<file path="src/hw/rtl/bas_pkg.sv">
// ----------------------------------------------------------------------------
// bas_pkg
// Types and constants shared by the bump allocator core and its channels.
// ----------------------------------------------------------------------------
package bas_pkg;

	// Result status codes.
	typedef enum logic [1:0] {
		ST_OK    = 2'd0,
		ST_ZERO  = 2'd1,
		ST_ALIGN = 2'd2,
		ST_OOM   = 2'd3
	} status_t;

	// Request modes.
	localparam logic MODE_ALLOC = 1'b0;
	localparam logic MODE_CLEAR = 1'b1;

	// Sizes are rounded up to this granule (a power of two).
	localparam logic [16:0] SIZE_GRAIN = 17'd4;

	// Pool size after reset.
	localparam logic [15:0] POOL_SIZE_RESET = 16'd4096;

	typedef struct packed {
		logic        mode;
		logic [15:0] req_size;
		logic [15:0] alignment;
	} req_t;

	typedef struct packed {
		status_t     status;
		logic [15:0] offset;
		logic [15:0] used_bytes;
		logic [15:0] free_bytes;
		logic [15:0] alloc_count;
		logic [15:0] peak_used;
		logic [15:0] largest_alloc;
		logic [15:0] smallest_alloc;
	} rsp_t;

	typedef logic [15:0] cfg_t;

endpackage

</file>
<file path="src/hw/rtl/bas_stream_if.sv">
// ----------------------------------------------------------------------------
// bas_stream_if
// Valid/ready channel carrying one payload per transaction.
// ----------------------------------------------------------------------------
interface bas_stream_if #(
	parameter type payload_t = logic
) ();
	logic     valid;
	logic     ready;
	payload_t data;

	modport source (output valid, output data, input ready);
	modport sink   (input valid, input data, output ready);
endinterface

</file>
<file path="src/hw/rtl/bump_allocator_with_stats_core.sv">
// ----------------------------------------------------------------------------
// bump_allocator_with_stats_core
// Bump-pointer arena allocator that also keeps usage statistics.
// A request transaction is offered as a result once it has passed from the
// input register into the result register.
// Throughput: one request per cycle while the result side is ready; a stall
// on rsp.ready holds the pipeline. The offset update between them is combinational.
// Reset: arst_n clears the offset, the statistics and both valid flags, and
// loads the pool size register with 4096.
// ----------------------------------------------------------------------------
module bump_allocator_with_stats_core
	import bas_pkg::*;
#(
	parameter int unsigned POOL_ADDR_BITS = 16
) (
	input  logic         clk,
	input  logic         arst_n,
	bas_stream_if.sink   cfg,
	bas_stream_if.sink   req,
	bas_stream_if.source rsp
);

	localparam int unsigned AW = POOL_ADDR_BITS;

	// Largest offset that fits in AW bits; it caps the usable pool size.
	localparam logic [15:0] ADDR_CAP = 16'((1 << AW) - 1);

	// Configuration register. The user must write it only while the core is
	// idle; the core itself does not enforce this. The port is always ready.
	cfg_t pool_size_q;

	always_ff @(posedge clk or negedge arst_n) begin
		if (!arst_n) begin
			pool_size_q <= POOL_SIZE_RESET;
		end else if (cfg.valid && cfg.ready) begin
			pool_size_q <= cfg.data;
		end
	end

	assign cfg.ready = 1'b1;

	// Allocator state. Every granted offset, size and end point stays at or
	// below the usable limit, so AW bits hold them all.
	logic [AW-1:0] bump_q;
	logic [15:0]   alloc_total_q;
	logic [AW-1:0] peak_q;
	logic [AW-1:0] largest_q;
	logic [AW-1:0] smallest_q;

	// Pipeline: the input register (stage 1) holds an accepted request; the
	// result register (stage 2) holds the finished result until it is taken.
	// Stage 1 moves on whenever stage 2 is empty or being drained, and the
	// state is updated in that same cycle, so the next request in stage 1
	// already sees it.
	req_t req_s1;
	logic valid_s1;
	rsp_t rsp_s2;
	logic valid_s2;
	logic advance;

	assign advance   = valid_s1 && (!valid_s2 || rsp.ready);
	assign req.ready = !valid_s1 || advance;

	// Usable limit: the configured pool size, capped by the offset width.
	logic [AW-1:0] limit;
	assign limit = (pool_size_q < ADDR_CAP) ? pool_size_q[AW-1:0] : ADDR_CAP[AW-1:0];

	// Request arithmetic, all formed wide enough that nothing wraps.
	logic [16:0] size_w;
	logic [16:0] align_w;
	logic [16:0] rsize;
	logic [16:0] start_w;
	logic [17:0] end_w;
	logic        align_ok;
	logic        fits;

	assign size_w   = {1'b0, req_s1.req_size};
	assign align_w  = {1'b0, req_s1.alignment};
	// A nonzero size rounded up to the granule is always at least one granule.
	assign rsize    = (size_w + SIZE_GRAIN - 17'd1) & ~(SIZE_GRAIN - 17'd1);
	assign align_ok = (req_s1.alignment != 16'd0) &&
	                  ((req_s1.alignment & (req_s1.alignment - 16'd1)) == 16'd0);
	assign start_w  = (17'(bump_q) + align_w - 17'd1) & ~(align_w - 17'd1);
	assign end_w    = {1'b0, start_w} + {1'b0, rsize};
	assign fits     = end_w <= 18'(limit);

	// Next state and result status.
	status_t       status;
	logic [AW-1:0] granted;
	logic [AW-1:0] bump_d;
	logic [15:0]   alloc_total_d;
	logic [AW-1:0] peak_d;
	logic [AW-1:0] largest_d;
	logic [AW-1:0] smallest_d;
	logic [AW-1:0] rsize_a;
	logic [AW-1:0] end_a;
	logic [AW-1:0] free_d;

	// Truncation is safe where used: on a grant both values are at most limit.
	assign rsize_a = rsize[AW-1:0];
	assign end_a   = end_w[AW-1:0];

	always_comb begin
		status        = ST_OK;
		granted       = '0;
		bump_d        = bump_q;
		alloc_total_d = alloc_total_q;
		peak_d        = peak_q;
		largest_d     = largest_q;
		smallest_d    = smallest_q;
		if (req_s1.mode == MODE_CLEAR) begin
			bump_d        = '0;
			alloc_total_d = '0;
			peak_d        = '0;
			largest_d     = '0;
			smallest_d    = '0;
		end else if (req_s1.req_size == 16'd0) begin
			status = ST_ZERO;
		end else if (!align_ok) begin
			status = ST_ALIGN;
		end else if (!fits) begin
			status = ST_OOM;
		end else begin
			granted = start_w[AW-1:0];
			bump_d  = end_a;
			if (end_a > peak_q) begin
				peak_d = end_a;
			end
			if (rsize_a > largest_q) begin
				largest_d = rsize_a;
			end
			// The first grant after a clear always sets the smallest size.
			if (alloc_total_q == 16'd0 || rsize_a < smallest_q) begin
				smallest_d = rsize_a;
			end
			if (alloc_total_q != 16'hFFFF) begin
				alloc_total_d = alloc_total_q + 16'd1;
			end
		end
	end

	// Free space never goes negative, even after the pool was shrunk below use.
	assign free_d = (limit > bump_d) ? (limit - bump_d) : '0;

	always_ff @(posedge clk or negedge arst_n) begin
		if (!arst_n) begin
			valid_s1      <= 1'b0;
			valid_s2      <= 1'b0;
			bump_q        <= '0;
			alloc_total_q <= '0;
			peak_q        <= '0;
			largest_q     <= '0;
			smallest_q    <= '0;
		end else begin
			if (req.ready) begin
				valid_s1 <= req.valid;
			end
			if (advance) begin
				valid_s2      <= 1'b1;
				bump_q        <= bump_d;
				alloc_total_q <= alloc_total_d;
				peak_q        <= peak_d;
				largest_q     <= largest_d;
				smallest_q    <= smallest_d;
			end else if (rsp.ready) begin
				valid_s2 <= 1'b0;
			end
		end
	end

	// Payload registers carry no reset; their valid flags guard them.
	always_ff @(posedge clk) begin
		if (req.valid && req.ready) begin
			req_s1 <= req.data;
		end
		if (advance) begin
			rsp_s2.status         <= status;
			rsp_s2.offset         <= 16'(granted);
			rsp_s2.used_bytes     <= 16'(bump_d);
			rsp_s2.free_bytes     <= 16'(free_d);
			rsp_s2.alloc_count    <= alloc_total_d;
			rsp_s2.peak_used      <= 16'(peak_d);
			rsp_s2.largest_alloc  <= 16'(largest_d);
			rsp_s2.smallest_alloc <= 16'(smallest_d);
		end
	end

	assign rsp.valid = valid_s2;
	assign rsp.data  = rsp_s2;

`ifndef SYNTHESIS
	// With no result pending the core must always take a new request.
	a_ready_when_empty: assert property (@(posedge clk) disable iff (!arst_n)
		!valid_s2 |-> req.ready)
		else $error("request stalled with an empty result register");

	// A granted block never starts beyond the resulting offset.
	a_offset_below_used: assert property (@(posedge clk) disable iff (!arst_n)
		valid_s2 |-> (rsp_s2.offset <= rsp_s2.used_bytes))
		else $error("granted offset lies beyond the bump offset");

	// The peak can never trail the current use.
	a_peak_covers_used: assert property (@(posedge clk) disable iff (!arst_n)
		valid_s2 |-> (rsp_s2.peak_used >= rsp_s2.used_bytes))
		else $error("peak use below current use");

	// The smallest recorded size never exceeds the largest.
	a_smallest_le_largest: assert property (@(posedge clk) disable iff (!arst_n)
		valid_s2 |-> (rsp_s2.smallest_alloc <= rsp_s2.largest_alloc))
		else $error("smallest allocation above largest allocation");
`endif

endmodule

</file>
<file path="src/flat_wrapper.sv">
// flat-port wrapper written by rule: the top's interface ports become plain ports
module bump_allocator_with_stats_core_flat import bas_pkg::*;
#(
	parameter int unsigned POOL_ADDR_BITS = 16
)
  (clk, arst_n, cfg_valid, cfg_data, cfg_ready, req_valid, req_data, req_ready, rsp_valid, rsp_data, rsp_ready);
  bas_stream_if #(.payload_t(cfg_t)) cfg_i ();
  bas_stream_if #(.payload_t(req_t)) req_i ();
  bas_stream_if #(.payload_t(rsp_t)) rsp_i ();
  input  logic clk;
  input  logic arst_n;
  input wire logic [$bits(cfg_i.valid)-1:0] cfg_valid;
  input wire logic [$bits(cfg_i.data)-1:0] cfg_data;
  output wire logic [$bits(cfg_i.ready)-1:0] cfg_ready;
  input wire logic [$bits(req_i.valid)-1:0] req_valid;
  input wire logic [$bits(req_i.data)-1:0] req_data;
  output wire logic [$bits(req_i.ready)-1:0] req_ready;
  output wire logic [$bits(rsp_i.valid)-1:0] rsp_valid;
  output wire logic [$bits(rsp_i.data)-1:0] rsp_data;
  input wire logic [$bits(rsp_i.ready)-1:0] rsp_ready;
  assign cfg_i.valid = cfg_valid;
  assign cfg_i.data = cfg_data;
  assign cfg_ready = cfg_i.ready;
  assign req_i.valid = req_valid;
  assign req_i.data = req_data;
  assign req_ready = req_i.ready;
  assign rsp_valid = rsp_i.valid;
  assign rsp_data = rsp_i.data;
  assign rsp_i.ready = rsp_ready;
  bump_allocator_with_stats_core #(.POOL_ADDR_BITS(POOL_ADDR_BITS)) u_core (.clk(clk), .arst_n(arst_n), .cfg(cfg_i), .req(req_i), .rsp(rsp_i));
endmodule
</file>
<file path="config.mk">
export PLATFORM = sky130hd
export DESIGN_NAME = bump_allocator_with_stats_core_flat
export DESIGN_NICKNAME = d
export VERILOG_FILES = /design/src/hw/rtl/bas_pkg.sv /design/src/hw/rtl/bas_stream_if.sv /design/src/hw/rtl/bump_allocator_with_stats_core.sv /design/src/flat_wrapper.sv
export SDC_FILE = /design/constraint.sdc
export NUM_CORES = 1
export LEC_CHECK = 0
export BUFFER_PORTS_ARGS = -buffer_cell sky130_fd_sc_hd__buf_2
export CAP_MARGIN = 20
export CORE_UTILIZATION = 40
export CTS_BUF_LIST = sky130_fd_sc_hd__clkbuf_4 sky130_fd_sc_hd__clkbuf_8
export DETAILED_ROUTE_END_ITERATION = 6
export PLACE_DENSITY = 0.57
export SETUP_SLACK_MARGIN = 0.5
export SYNTH_ARGS = -nofsm -noshare
export SYNTH_HDL_FRONTEND = slang
export SYNTH_SLANG_ARGS = --single-unit
</file>
<file path="constraint.sdc">
create_clock -name clk -period 26.9 [get_ports clk]
set_input_delay 1.345 -clock clk [delete_from_list [all_inputs] [get_ports clk]]
set_output_delay 1.345 -clock clk [all_outputs]
set_load 0.1 [all_outputs]
</file>
Word level (Yosys, flattened, before mapping)
Cells that the tools add are included.
{"block": "classes", "add_sub_neg": 9, "mux": 30, "eq_ne": 1, "reduce_logical": 15, "n_div": 0, "n_lt_le_gt_ge": 6, "multipliers": 0, "bitwise": 5, "n_shift": 0}
{"cell": "$mux 16", "n": 25}
{"cell": "$gt 16x16->1", "n": 3}
{"cell": "$logic_not 16->1", "n": 3}
{"cell": "$sub 17x1->17 const B", "n": 2}
{"cell": "$add 17x17->18", "n": 1}
{"cell": "$le 18x16->1", "n": 1}
{"cell": "$add 16x16->17", "n": 1}
{"cell": "$add 16x3->17 const B", "n": 1}
{"cell": "$and 17x17->17", "n": 1}
{"cell": "$not 17->17", "n": 1}
{"cell": "$sub 16x1->17 const B", "n": 1}
{"cell": "$add 16x1->16 const B", "n": 1}
{"cell": "$and 16x16->16", "n": 1}
{"cell": "$lt 16x16->1", "n": 1}
{"cell": "$lt 16x16->1 const B", "n": 1}
{"cell": "$ne 16x16->1 const B", "n": 1}
{"cell": "$reduce_bool 16->1", "n": 1}
{"cell": "$sub 16x1->16 const B", "n": 1}
{"cell": "$sub 16x16->16", "n": 1}
{"cell": "$mux 2", "n": 2}
{"cell": "$reduce_or 4->1", "n": 1}
{"cell": "$logic_and 1x1->1", "n": 3}
{"cell": "$logic_or 1x1->1", "n": 3}
{"cell": "$mux 1", "n": 3}
{"cell": "other kinds (4)", "n": 6}
{"block": "totals", "mem_bits_ro": 0, "memories": 0, "out_inout_bits": 117, "in_bits": 54, "latchBits": 0, "mem_bits_rw": 0, "ff_bits": 245, "wordCells": 86}

Depth between registers and ports, before layout
Gate-level depths: netlist (run 1).
{"block": "depth", "ltp_word": 10, "depth_mapped": 44}

Worst setup path after synthesis (run 1)
OpenSTA, ideal clock, no wires.
{"block": "synth_path", "path_type": "reg-to-reg", "start": "register u_core.req_s1, in the netlist u_core.align_w[1]", "end": "register u_core.rsp_s2, in the netlist u_core.rsp.data[70] (data pin)", "path_slack_ps": 18171, "path_stages_with_launch": 44, "period_less_slack_ps": 8729, "arrival_time_ps": 8459, "n_path_buf": 3, "setup_time_ps": 270, "required_time_ps": 26630, "cell_sequence": "edfxtp_1 > inv_1 > ha_1 > inv_1 > ha_1 > inv_1 > fa_1 > nor2b_1 > o21ai_0 > a21oi_1 > o21a_1 > nor2_1 > xnor2_1 > and2_1 > ha_1 > o21a_1 > a211oi_1 > nor4_1 > (+8 left out) > nor2_1 > a41o_1 > buf_2 > nand3_1 > buf_2 > mux2i_1 > or2_2 > ha_1 > nor2b_1 > o21ai_0 > a21oi_1 > o21a_1 > o21ai_0 > a21oi_1 > or3_1 > a221oi_1 > clkbuf_1 > nor3_1"}
{"block": "synth_via", "elab_chain_cells": 10, "elab_cells_between_ends": 18}
{"item": "start, declared", "line": "bump_allocator_with_stats_core.sv:55", "text": "req_t req_s1;"}
{"item": "start signal, assigned", "line": "bump_allocator_with_stats_core.sv:174", "text": "req_s1 <= req.data;"}
{"item": "$add 16x16->17 / $sub 16x1->17 (equally long branches)", "line": "bump_allocator_with_stats_core.sv:83", "text": "assign start_w = (17'(bump_q) + align_w - 17'd1) & ~(align_w - 17'd1);"}
{"item": "$sub 17x1->17 / $not 17->17 (equally long branches)", "line": "bump_allocator_with_stats_core.sv:83"}
{"item": "$and 17x17->17 (*)", "line": "bump_allocator_with_stats_core.sv:83"}
{"item": "named net u_core.start_w[7]", "line": "bump_allocator_with_stats_core.sv:72", "text": "logic [16:0] start_w;"}
{"item": "$add 17x17->18 (*)", "line": "bump_allocator_with_stats_core.sv:84", "text": "assign end_w = {1'b0, start_w} + {1'b0, rsize};"}
{"item": "$le 18x16->1", "line": "bump_allocator_with_stats_core.sv:85", "text": "assign fits = end_w <= 18'(limit);"}
{"item": "$mux 16 (*)", "line": "bump_allocator_with_stats_core.sv:121", "text": "end else if (!fits) begin"}
{"item": "$mux 16 (*)", "line": "bump_allocator_with_stats_core.sv:119", "text": "end else if (!align_ok) begin"}
{"item": "$mux 16 (*)", "line": "bump_allocator_with_stats_core.sv:117", "text": "end else if (req_s1.req_size == 16'd0) begin"}
{"item": "$mux 16 (*)", "line": "bump_allocator_with_stats_core.sv:111", "text": "if (req_s1.mode == MODE_CLEAR) begin"}
{"item": "$sub 16x16->16 / $gt 16x16->1 (equally long branches)", "line": "bump_allocator_with_stats_core.sv:143", "text": "assign free_d = (limit > bump_d) ? (limit - bump_d) : '0;"}
{"item": "end, declared", "line": "bump_allocator_with_stats_core.sv:57", "text": "rsp_t rsp_s2;"}
The timed path passes the listed nets; every way through them passes the cells marked *.
A chain may end at the register's enable or synchronous reset.

Worst setup path in the final report (run 1)
{"block": "layout_path", "start": "register u_core.req_s1, in the netlist u_core.align_w[1]", "end": "register u_core.rsp_s2, in the netlist u_core.rsp.data[68] (data pin)"}
Same word-level chain as after synthesis.

==> results by group, run 1 <==
GRT
  – Gr usage total: 21.60%
  – Number of global-route vias before repair: 11390
  – GR Layer Usage met2: between 30% and 40%
  – Initial antenna violation count: 0
  – First-pass GRT wire length: about 65000 um
  – Busiest grt layer: met2
  – Total grt overflow: 0
  – GRT met1 Usage: 30.51%
  – Met3 GRT Util: 4.192%
  – Largest net degree at the start of global routing: 142

Synth
  – Syn Inst Count: 1529
  – Post-Syn Nets: 1726
  – FF+latch count, synth: 245
  – Synth top area share: 29.02%
  – Top_reg_cell synth: edfxtp_1
  – Post-synth cell types: 78
  – Synth area leader: edfxtp_1
  – Post-Syn Area: between 0.015 and 0.02 mm2
  – Seq/Total Area, Yosys: 45.15%
  – Synthesis Warnings: 0
  – Async S/R FF share, synth: approximately two fifths
  – Syn avg cell area: 9.947 um2
  – Synth area leaders: edfxtp_1, dfrtp_1, ha_1, inv_1, nand2_1
  – Post-synth EDFFs: 147

Cells and area
  – Final core occ: between 40% and 50%
  – Fraction of layout cells with a size suffix above 1: 17.78%
  – Area delta synth->final: 15.34%
  – Most frequent cells in the layout: buf_2, inv_1, edfxtp_1
  – Antenna diodes: 0
  – FILL cells: 3552
  – Most common cell after layout, fill and taps aside: buf_2
  – Post-layout net count: 1882

CTS
  – CTS Buf Count: 44
  – Root Buffer: clkbuf_8
  – Worst skew pair latency: ~0.60 ns
  – Hold-fix buffers at CTS: 0
  – Postcts setup bufs: 0
  – Clk buf depth: 3
  – TritonCTS clock tree: built
  – CTS sink cnt: ~250
  – CTS resizes: 0
  – H-tree depth: 2
  – Clock slew at reported path FFs: 0.06 ns

Timing
  – Final TNS setup: 0 ns
  – Period utilization: between 30% and 40%
  – Unrepaired setup endpoints after global routing: no
  – Achievable frequency: 103.7 MHz
  – Fin. Hold Viols: 0
  – Fin crit period: 9.646 ns
  – Final Slew Violations: 0
  – Final Skew: around 0.015 ns
  – Max transition margin: just under 40%
  – Worst Tran Pin Value: 0.9170 ns
  – Endpoints failing setup: 0

Detailed routing
  – Final ANT Viol Nets: 0
  – Avg WL per Cell: 18.73 um
  – Drt total wl: 41810 um
  – Initial DRT Pass Iterations: 5
  – Vias/cell: 5.389
  – Vias post-DR: around 12000
  – DRT iter0 DRCs: 942
  – DRC errors left: 0

Setup path
  – Slowest stage delay, CP: 0.50 ns
  – Crit. End Element: register
  – WP data arrival: 9.98 ns
  – Crit path top cell by count: ha_1
  – CP required: 27.24 ns
  – Crit start category: register
  – Crit path kind: register to register
  – Slowest stage cell, crit path: xor2_1
  – Worst Path Max Fanout: 20

Floorplan
  – Core footprint: roughly 0.038 mm2
  – FP Rows: between 70 and 80
  – Initial cell density of the core: 40.48%
  – Num ports: 171
  – Die width: 197.0 um
  – Chip Height: between 150 and 200 um
  – Area of the die: 0.03881 mm2

Run status
  – Run status: complete, no violations

Min path
  – Worst min-delay path class: register to register

Placement
  – Post-DP HPWL: 29890 um
  – RePlAce Congestion: 0.8918
  – # port buffers: roughly 170

Job
  – Max-cap violation count: 0

Power and ir drop
  – Maximum vdd drop: 0.00004174 V
  – Pwr dens: 75.97 mW/mm2
  – Lkg Pwr: 7.584 nW
[where the power goes]
group / switching [mW] / internal (mW)
registers: 0.0271 / 0.445
clock network: 0.162 / 0.212
logic: 0.341 / 0.146
total: 0.530 / 0.802
[area by class of cell]
class                   count  area (um2)  share of cell area, %
repair buffers            193        1061                  6.048
flip-flops and latches    245        6868                  39.15
clock inverters            17       132.6                 0.7560
inverters                 149       564.3                  3.217
well taps                 511       639.4                  3.645
clock buffers              65       807.0                  4.600
multi-input cells        1052        7471                  42.59
[synth_stat cells, drive strengths merged (27+ instances only)]
| cell type | instances |
|---|---|
| nand3 | 58 |
| dfrtp | 97 |
| inv | 149 |
| nand2 | 124 |
| a21oi | 60 |
| ha | 140 |
| edfxtp | 147 |
| nor2 | 105 |
| and2 | 27 |
| nor3 | 50 |
| xnor2 | 31 |
| o21ai | 44 |
| clkbuf | 68 |
| mux2i | 44 |
| nand4 | 34 |
[path summary, 6_finish.rpt]
check | from | endpoint | slack [ns] | cells after the start
worst min register to register | u_core.largest_q[12] | u_core.largest_q[12] | 0.52 | 2
worst max register to register | u_core.align_w[1] | u_core.rsp.data[68] | 17.25 | 42
worst max-delay path | u_core.align_w[1] | u_core.rsp.data[68] | 17.25 | 42
max in group asynchronous | arst_n | u_core.pool_size_q[10] | 24.91 | 2
min in group asynchronous | arst_n | u_core.smallest_q[9] | 0.75 | 1
worst min-delay path | u_core.largest_q[12] | u_core.largest_q[12] | 0.52 | 2
[flip-flops by register name, indices dropped and copies added, names as in the netlist]
register	count
u_core.rsp.data	114
u_core.req_s1	17
u_core.align_w	16
u_core.alloc_total_q	16
u_core.bump_q	16
u_core.largest_q	16
u_core.peak_q	16
u_core.pool_size_q	16
u_core.smallest_q	16
u_core.rsp.valid	1
u_core.valid_s1	1
[layer usage]
layer | part of all wire (%) | wire length (um)
met3 | 5.9 | 2482
met4 | 2.6 | 1075
met2 | 44 | 18600
met1 | 47 | 19650
met5 | 0 | 0
[worst max-delay path, delay by kind of cell (launching register included)]
kind                       cells  cell delay (ns)
muxes                          2             0.56
xor gates and xnor gates       2             0.62
adders and majority gates      6             1.85
buffers and inverters          5             0.75
DFF                            1             0.41
AOI/OAI and AO/OA             17             3.46
and+or+nand+nor               10             1.69
[cell families after synthesis]
logic type      after synthesis  synth area share [%]
simple gates                531                 17.82
flops                       245                 45.15
buf+inv                     232                 5.841
fa+ha+maj                   143                 11.91
other cells                   1               0.02466
mux                          45                 3.052
xor+xnor                     42                 2.419
compound gates              290                 13.78
[per-stage QoR]
| step | area, um2 | power (mW) | hold WS (ns) | setup slack (ns) | std cells |
|---|---|---|---|---|---|
| global route | 17540 | 1.406 | 0.5454 | 16.46 | 2232 |
| global placement | 16580 | 0.9551 | 0.4942 | 17.64 | 2149 |
| CTS | 17520 | 1.342 | 0.5227 | 17.31 | 2231 |
| detailed placement | 16580 | 0.9608 | 0.5124 | 17.38 | 2149 |
| floorplan | 15210 | 0.8361 | 0.4572 | 18.17 | 1529 |
| finish | 17540 | 1.333 | 0.5190 | 17.25 | 2232 |
Note: power is estimated with default switching activity, not from simulation.
==> inputs of run 2 (changes only) <==
==> constraint.sdc (replaced) <==
create_clock -name clk -period 9.7 [get_ports clk]
set_input_delay 0.485 -clock clk [delete_from_list [all_inputs] [get_ports clk]]
set_output_delay 0.485 -clock clk [all_outputs]
set_load 0.1 [all_outputs]
==> results by group, run 2 (synthesis gave the netlist of run 1 again) <==
Run status
  – Run status: complete, no violations

Floorplan
  – Area of the die: 0.03881 mm2 (unchanged)
  – Die width: 197.0 um (unchanged)
  – FP Rows: 71 (unchanged)
  – Core footprint: 0.03758 mm2 (unchanged)
  – Chip Height: 197.0 um (unchanged)
  – Initial cell density of the core: 40.48% (unchanged)
  – Num ports: 171 (unchanged)

Setup path
  – CP required: 10.09 ns (-17.15 ns)
  – Crit path kind: register to register
  – WP data arrival: 9.04 ns (-0.94 ns)
  – Worst Path Max Fanout: 19 (-5.0%)
  – Critical path's top delay family: compound AO/OA/AOI/OAI gates
  – Slowest stage cell, crit path: fa_1
  – Crit path top cell by count: ha_1
  – Crit. End Element: register
  – Slowest stage delay, CP: 0.45 ns (-0.05 ns)
  – Crit start category: register
  – Crit path buffers/inverters: 6 (+1)

Timing
  – Final TNS setup: 0 ns (unchanged)
  – Fin. Hold Viols: 0 (unchanged)
  – Fin crit period: 8.649 ns (-0.9963 ns)
  – Final Slew Violations: 0 (unchanged)
  – Final Skew: 0.03355 ns (+0.01886 ns)
  – Final worst slack: 1.051 ns (-16.20 ns)
  – Endpoints failing setup: 0 (unchanged)
  – Period utilization: 89.17% (+53 points)
  – Worst Tran Pin Value: 1.027 ns (+0.1102 ns)
  – Unrepaired setup endpoints after global routing: no
  – Max transition margin: 31.52% (-6.9 points)
  – Achievable frequency: 115.6 MHz (+12%)

Detailed routing
  – DRT iter0 DRCs: 924 (-1.9%)
  – DRC errors left: 0 (unchanged)
  – Vias post-DR: 12260 (+2.0%)
  – Drt total wl: 42930 um (+2.7%)
  – Initial DRT Pass Iterations: 5 (unchanged)
  – Vias/cell: 5.448 (+1.1%)
  – Final ANT Viol Nets: 0 (unchanged)
  – Avg WL per Cell: 19.07 um (+1.8%)

Cells and area
  – FILL cells: 3589 (+1.0%)
  – Fin area: 0.01782 mm2 (+1.6%)
  – Sequential cell area: 0.006868 mm2 (unchanged)
  – Fraction of layout cells with a size suffix above 1: 19.43% (+1.6 points)
  – Post-layout net count: 1901 (+1.0%)
  – Most frequent cells in the layout: buf_2, inv_1, edfxtp_1
  – Max reg flops: 114 (unchanged)
  – Most common cell after layout, fill and taps aside: buf_2
  – Antenna diodes: 0 (unchanged)
  – Multi-input logic area: 0.007581 mm2 (+1.5%)
  – Area delta synth->final: 17.15%

Power and ir drop
  – Logic pwr share: 37.2% (+0.7 points)
  – Clock power share: 28.0% (about the same)
  – Maximum vdd drop: 0.0001206 V (+190%)
  – Lkg Pwr: 7.684 nW (+1.3%)
  – Pwr dens: 211.0 mW/mm2 (+180%)
  – Sw frac: 39.86% (+0.066 points)
  – Psw: 1.499 mW (+180%)
  – Share of power burned in registers: 34.9% (-0.5 points)
  – Internal power: 2.261 mW (+180%)

CTS
  – Root Buffer: clkbuf_8
  – H-tree depth: 2 (unchanged)
  – TritonCTS clock tree: built
  – CTS sink cnt: 245 (unchanged)
  – Clock slew at reported path FFs: 0.06 ns (about the same)
  – Worst skew pair latency: 0.61 ns (about the same)
  – Clk buf depth: 3 (unchanged)
  – CTS Buf Count: 45 (+2.3%)

GRT
  – Number of global-route vias before repair: 11860 (+4.1%)
  – First-pass GRT wire length: 66700 um (+3.0%)
  – Total grt overflow: 0 (unchanged)
  – Initial antenna violation count: 0 (unchanged)
  – Largest net degree at the start of global routing: 142 (unchanged)
  – Gr usage total: 22.15% (+0.55 points)

Job
  – Max-cap violation count: 0 (unchanged)

Placement
  – RePlAce Congestion: 0.9086 (+1.9%)
  – Post-Place Worst Slack: 0.6148 ns (-16.76 ns)
  – Placed Instance Area: 0.01664 mm2 (+0.36%)
  – # port buffers: 169 (unchanged)
  – Post-DP HPWL: 31000 um (+3.7%)

Min path
  – Worst min-delay path class: input pin to register
## run 2: cell types whose count changed in the layout (fill, tap and decap cells not counted), moves of 4 or more
cell,before,now
dlygate4sd3_1,0,9
buf_4,23,31
clkbuf_4,14,20
o21ai_0,43,37
clkinv_2,7,2
o21ai_1,1,6
a211oi_1,9,5
## run 2: power groups by stage
stage / registers [mW] / logic, mW / clock network [mW]
2_1_floorplan: 1.64 / 0.678 / 0
3_3_place_gp: 1.33 / 1.35 / 0
3_5_place_dp: 1.33 / 1.36 / 0
4_1_cts: 1.31 / 1.37 / 1.09
5_1_grt: 1.32 / 1.52 / 1.13
6_report: 1.31 / 1.40 / 1.05
## run 2: layer usage
metal  GRT usage, %  part of all wire, %  wire (um)  vias up
li1               -                    -          -     5949
met1          31.85                   47      20370     5888
met2          33.83                   45      19290      354
met3          3.747                  5.2       2234       73
met4          7.034                  2.4       1040        0
met5              0                    0          0        -
## run 2: stage by stage
stage | power (mW) | std cells | hold slack, ns | utilization (%)
final | 3.760 | 2251 | 0.05727 | 47.42
after global routing | 3.975 | 2251 | 0.02298 | 47.42
after global placement | 2.674 | 2155 | 0.4939 | 44.23
after detailed placement | 2.687 | 2156 | 0.5033 | 44.27
after CTS | 3.765 | 2248 | 0.001719 | 47.05
after floorplan | 2.319 | 1529 | 0.1894 | -
## run 2: layout make-up
type,instances,share of cell area (%)
well taps,511,3.588
clock buffers,73,4.936
flip-flops and latches,245,38.54
inverters,149,3.167
repair buffers,211,6.790
clock inverters,10,0.4283
multi-input cells,1052,42.55
## run 2: repair_timing
| item | CTS | global route |
|---|---|---|
| hold buffers | 9 | 0 |
| setup endpoints to repair | 0 | 16 |
| endpoints found under the hold margin | 57 | 0 |
| resized for setup | 0 | 35 |
| buffers inserted | 0 | 2 |
## run 2: path summary, 6_finish.rpt
check | from | endpoint | slack [ns] | cells past startpoint
setup / recovery | u_core.align_w[1] | u_core.rsp.data[68] | 1.05 | 43
hold / removal | req_data[27] | u_core.req_s1[27] | 0.06 | 1
setup reg to reg | u_core.align_w[1] | u_core.rsp.data[68] | 1.05 | 43
hold reg to reg | u_core.peak_q[3] | u_core.peak_q[3] | 0.52 | 2
max in group asynchronous | arst_n | u_core.pool_size_q[3] | 8.01 | 3
min in group asynchronous | arst_n | u_core.smallest_q[8] | 0.48 | 2
==> inputs of run 3 (changes only) <==
==> constraint.sdc (replaced) <==
create_clock -name clk -period 9.7 [get_ports clk]
set_input_delay 0.97 -clock clk [delete_from_list [all_inputs] [get_ports clk]]
set_output_delay 0.97 -clock clk [all_outputs]
set_load 0.1 [all_outputs]
==> results by group, run 3 (synthesis gave the netlist of run 1 again) <==
Setup path
  – Crit start category: register
  – Worst Path Max Fanout: 8 (-11)
  – WP data arrival: 8.93 ns (-0.11 ns)
  – Crit path top cell by count: ha_1
  – Slowest stage cell, crit path: edfxtp_1
  – Slowest stage delay, CP: 0.42 ns (-0.03 ns)
  – Crit. End Element: register
  – CP required: 10.02 ns (-0.07 ns)
  – Crit path kind: register to register

Placement
  – # port buffers: 169 (unchanged)
  – RePlAce Congestion: 0.9086 (unchanged)
  – Post-DP HPWL: 31000 um (unchanged)
  – Post-Place Worst Slack: 0.6148 ns (unchanged)
  – Placed Instance Area: 0.01664 mm2 (unchanged)

Power and ir drop
  – Psw: 1.498 mW (about the same)
  – Clock power share: 28.0% (about the same)
  – Share of power burned in registers: 34.9% (about the same)
  – Logic pwr share: 37.1% (about the same)
  – Internal power: 2.259 mW (-0.11%)
  – Maximum vdd drop: 0.0001213 V (+0.53%)
  – Pwr dens: 211.9 mW/mm2 (+0.42%)
  – Lkg Pwr: 7.647 nW (-0.49%)
  – Sw frac: 39.88% (about the same)

Timing
  – Max transition margin: 31.21% (-0.31 points)
  – Worst Tran Pin Value: 1.032 ns (+0.004647 ns)
  – Period utilization: 88.70% (-0.47 points)
  – Final TNS setup: 0 ns (unchanged)
  – Endpoints failing setup: 0 (unchanged)
  – Final worst slack: 1.096 ns (+0.04533 ns)
  – Unrepaired setup endpoints after global routing: no
  – Fin crit period: 8.604 ns (-0.04533 ns)
  – Fin. Hold Viols: 0 (unchanged)
  – Final Slew Violations: 0 (unchanged)
  – Final Skew: 0.03443 ns (+0.0008759 ns)
  – Achievable frequency: 116.2 MHz (+0.53%)

Detailed routing
  – Initial DRT Pass Iterations: 4 (-1)
  – Final ANT Viol Nets: 0 (unchanged)
  – Vias post-DR: 12220 (-0.40%)
  – Avg WL per Cell: 19.17 um (+0.50%)
  – DRC errors left: 0 (unchanged)
  – DRT iter0 DRCs: 828 (-10%)
  – Drt total wl: 42970 um (about the same)
  – Vias/cell: 5.448 (about the same)

GRT
  – First-pass GRT wire length: 66570 um (-0.20%)
  – Gr usage total: 22.11% (-0.039 points)
  – Number of global-route vias before repair: 11820 (-0.35%)
  – Largest net degree at the start of global routing: 142 (unchanged)
  – Total grt overflow: 0 (unchanged)
  – Initial antenna violation count: 0 (unchanged)

Cells and area
  – Final core occ: 47.18% (-0.24 points)
  – Most common cell after layout, fill and taps aside: buf_2
  – Post-layout net count: 1892 (-0.47%)
  – Fin area: 0.01773 mm2 (-0.51%)
  – Max reg flops: 114 (unchanged)
  – Area delta synth->final: 16.56%
  – Fraction of layout cells with a size suffix above 1: 19.53% (+0.10 points)
  – Most frequent cells in the layout: buf_2, inv_1, edfxtp_1
  – FILL cells: 3590 (+0.028%)
  – Antenna diodes: 0 (unchanged)

Floorplan
  – Area of the die: 0.03881 mm2 (unchanged)
  – Die width: 197.0 um (unchanged)
  – Core footprint: 0.03758 mm2 (unchanged)
  – Num ports: 171 (unchanged)
  – Chip Height: 197.0 um (unchanged)
  – Initial cell density of the core: 40.48% (unchanged)
  – FP Rows: 71 (unchanged)

CTS
  – CTS Buf Count: 45 (unchanged)
  – Worst skew pair latency: 0.61 ns (about the same)
  – Root Buffer: clkbuf_8
  – TritonCTS clock tree: built
  – Clk buf depth: 3 (unchanged)
  – H-tree depth: 2 (unchanged)
  – Clock slew at reported path FFs: 0.06 ns (about the same)
  – Hold-fix buffers at CTS: 0 (-9)
  – CTS sink cnt: 245 (unchanged)

Run status
  – Run status: complete, no violations

Job
  – Max-cap violation count: 0 (unchanged)

Min path
  – Worst min-delay path class: input pin to async pin
## run 3: power groups by stage
stage               logic (mW)  clock network [mW]  registers, mW
finish                    1.39                1.05           1.31
detailed placement        1.36                   0           1.33
floorplan                0.678                   0           1.64
global placement          1.35                   0           1.33
CTS                       1.36                1.09           1.31
global route              1.52                1.13           1.32
## run 3: final timing paths
path                                    from                     to  slack [ns]  cells past startpoint
min                                   arst_n   u_core.smallest_q[8]        0.41                      1
max in group asynchronous             arst_n  u_core.pool_size_q[3]        8.06                      2
min in group clk             u_core.valid_s1       u_core.rsp.valid        0.52                      1
max reg2reg                u_core.align_w[1]    u_core.rsp.data[78]        1.10                     42
min reg2reg                  u_core.valid_s1       u_core.rsp.valid        0.52                      1
max                        u_core.align_w[1]    u_core.rsp.data[78]        1.10                     42
## run 3: through the flow
stage | instances | hold WS (ns) | power [mW]
finish | 2242 | 0.4133 | 3.757
global route | 2242 | 0.4550 | 3.972
detailed placement | 2156 | 0.5033 | 2.687
global placement | 2155 | 0.4939 | 2.674
CTS | 2239 | 0.4023 | 3.762
floorplan | 1529 | 0.4572 | 2.319
## run 3: worst max-delay path, delay by kind of cell (launching register included)
kind                       cells  cell delay, ns
AOI/OAI and AO/OA             17            2.94
xor gates and xnor gates       2            0.28
adders and majority gates      6            1.83
buffers and inverters          5            0.64
DFF                            1            0.42
muxes                          2            0.49
and+or+nand+nor               10            1.71
## run 3: per-layer routing
metal | wire [um] | track usage, %
met1 | 20460 | 31.80
met2 | 19360 | 33.75
met3 | 2137 | 3.747
met4 | 1015 | 7.034
met5 | 0 | 0
## run 3: layout make-up
cell class	instances	area, um2	area share, %
clock buffers	73	879.6	4.962
clock inverters	10	76.32	0.4305
inverters	149	564.3	3.183
multi-input cells	1052	7581	42.76
flip-flops and latches	245	6868	38.74
well taps	511	639.4	3.606
repair buffers	202	1120	6.317
## run 3: repair_timing
action | 4_1_cts | 5_1_grt
gates resized for setup | 0 | 35
buffers inserted | 0 | 2
endpoints found under the setup margin | 0 | 16
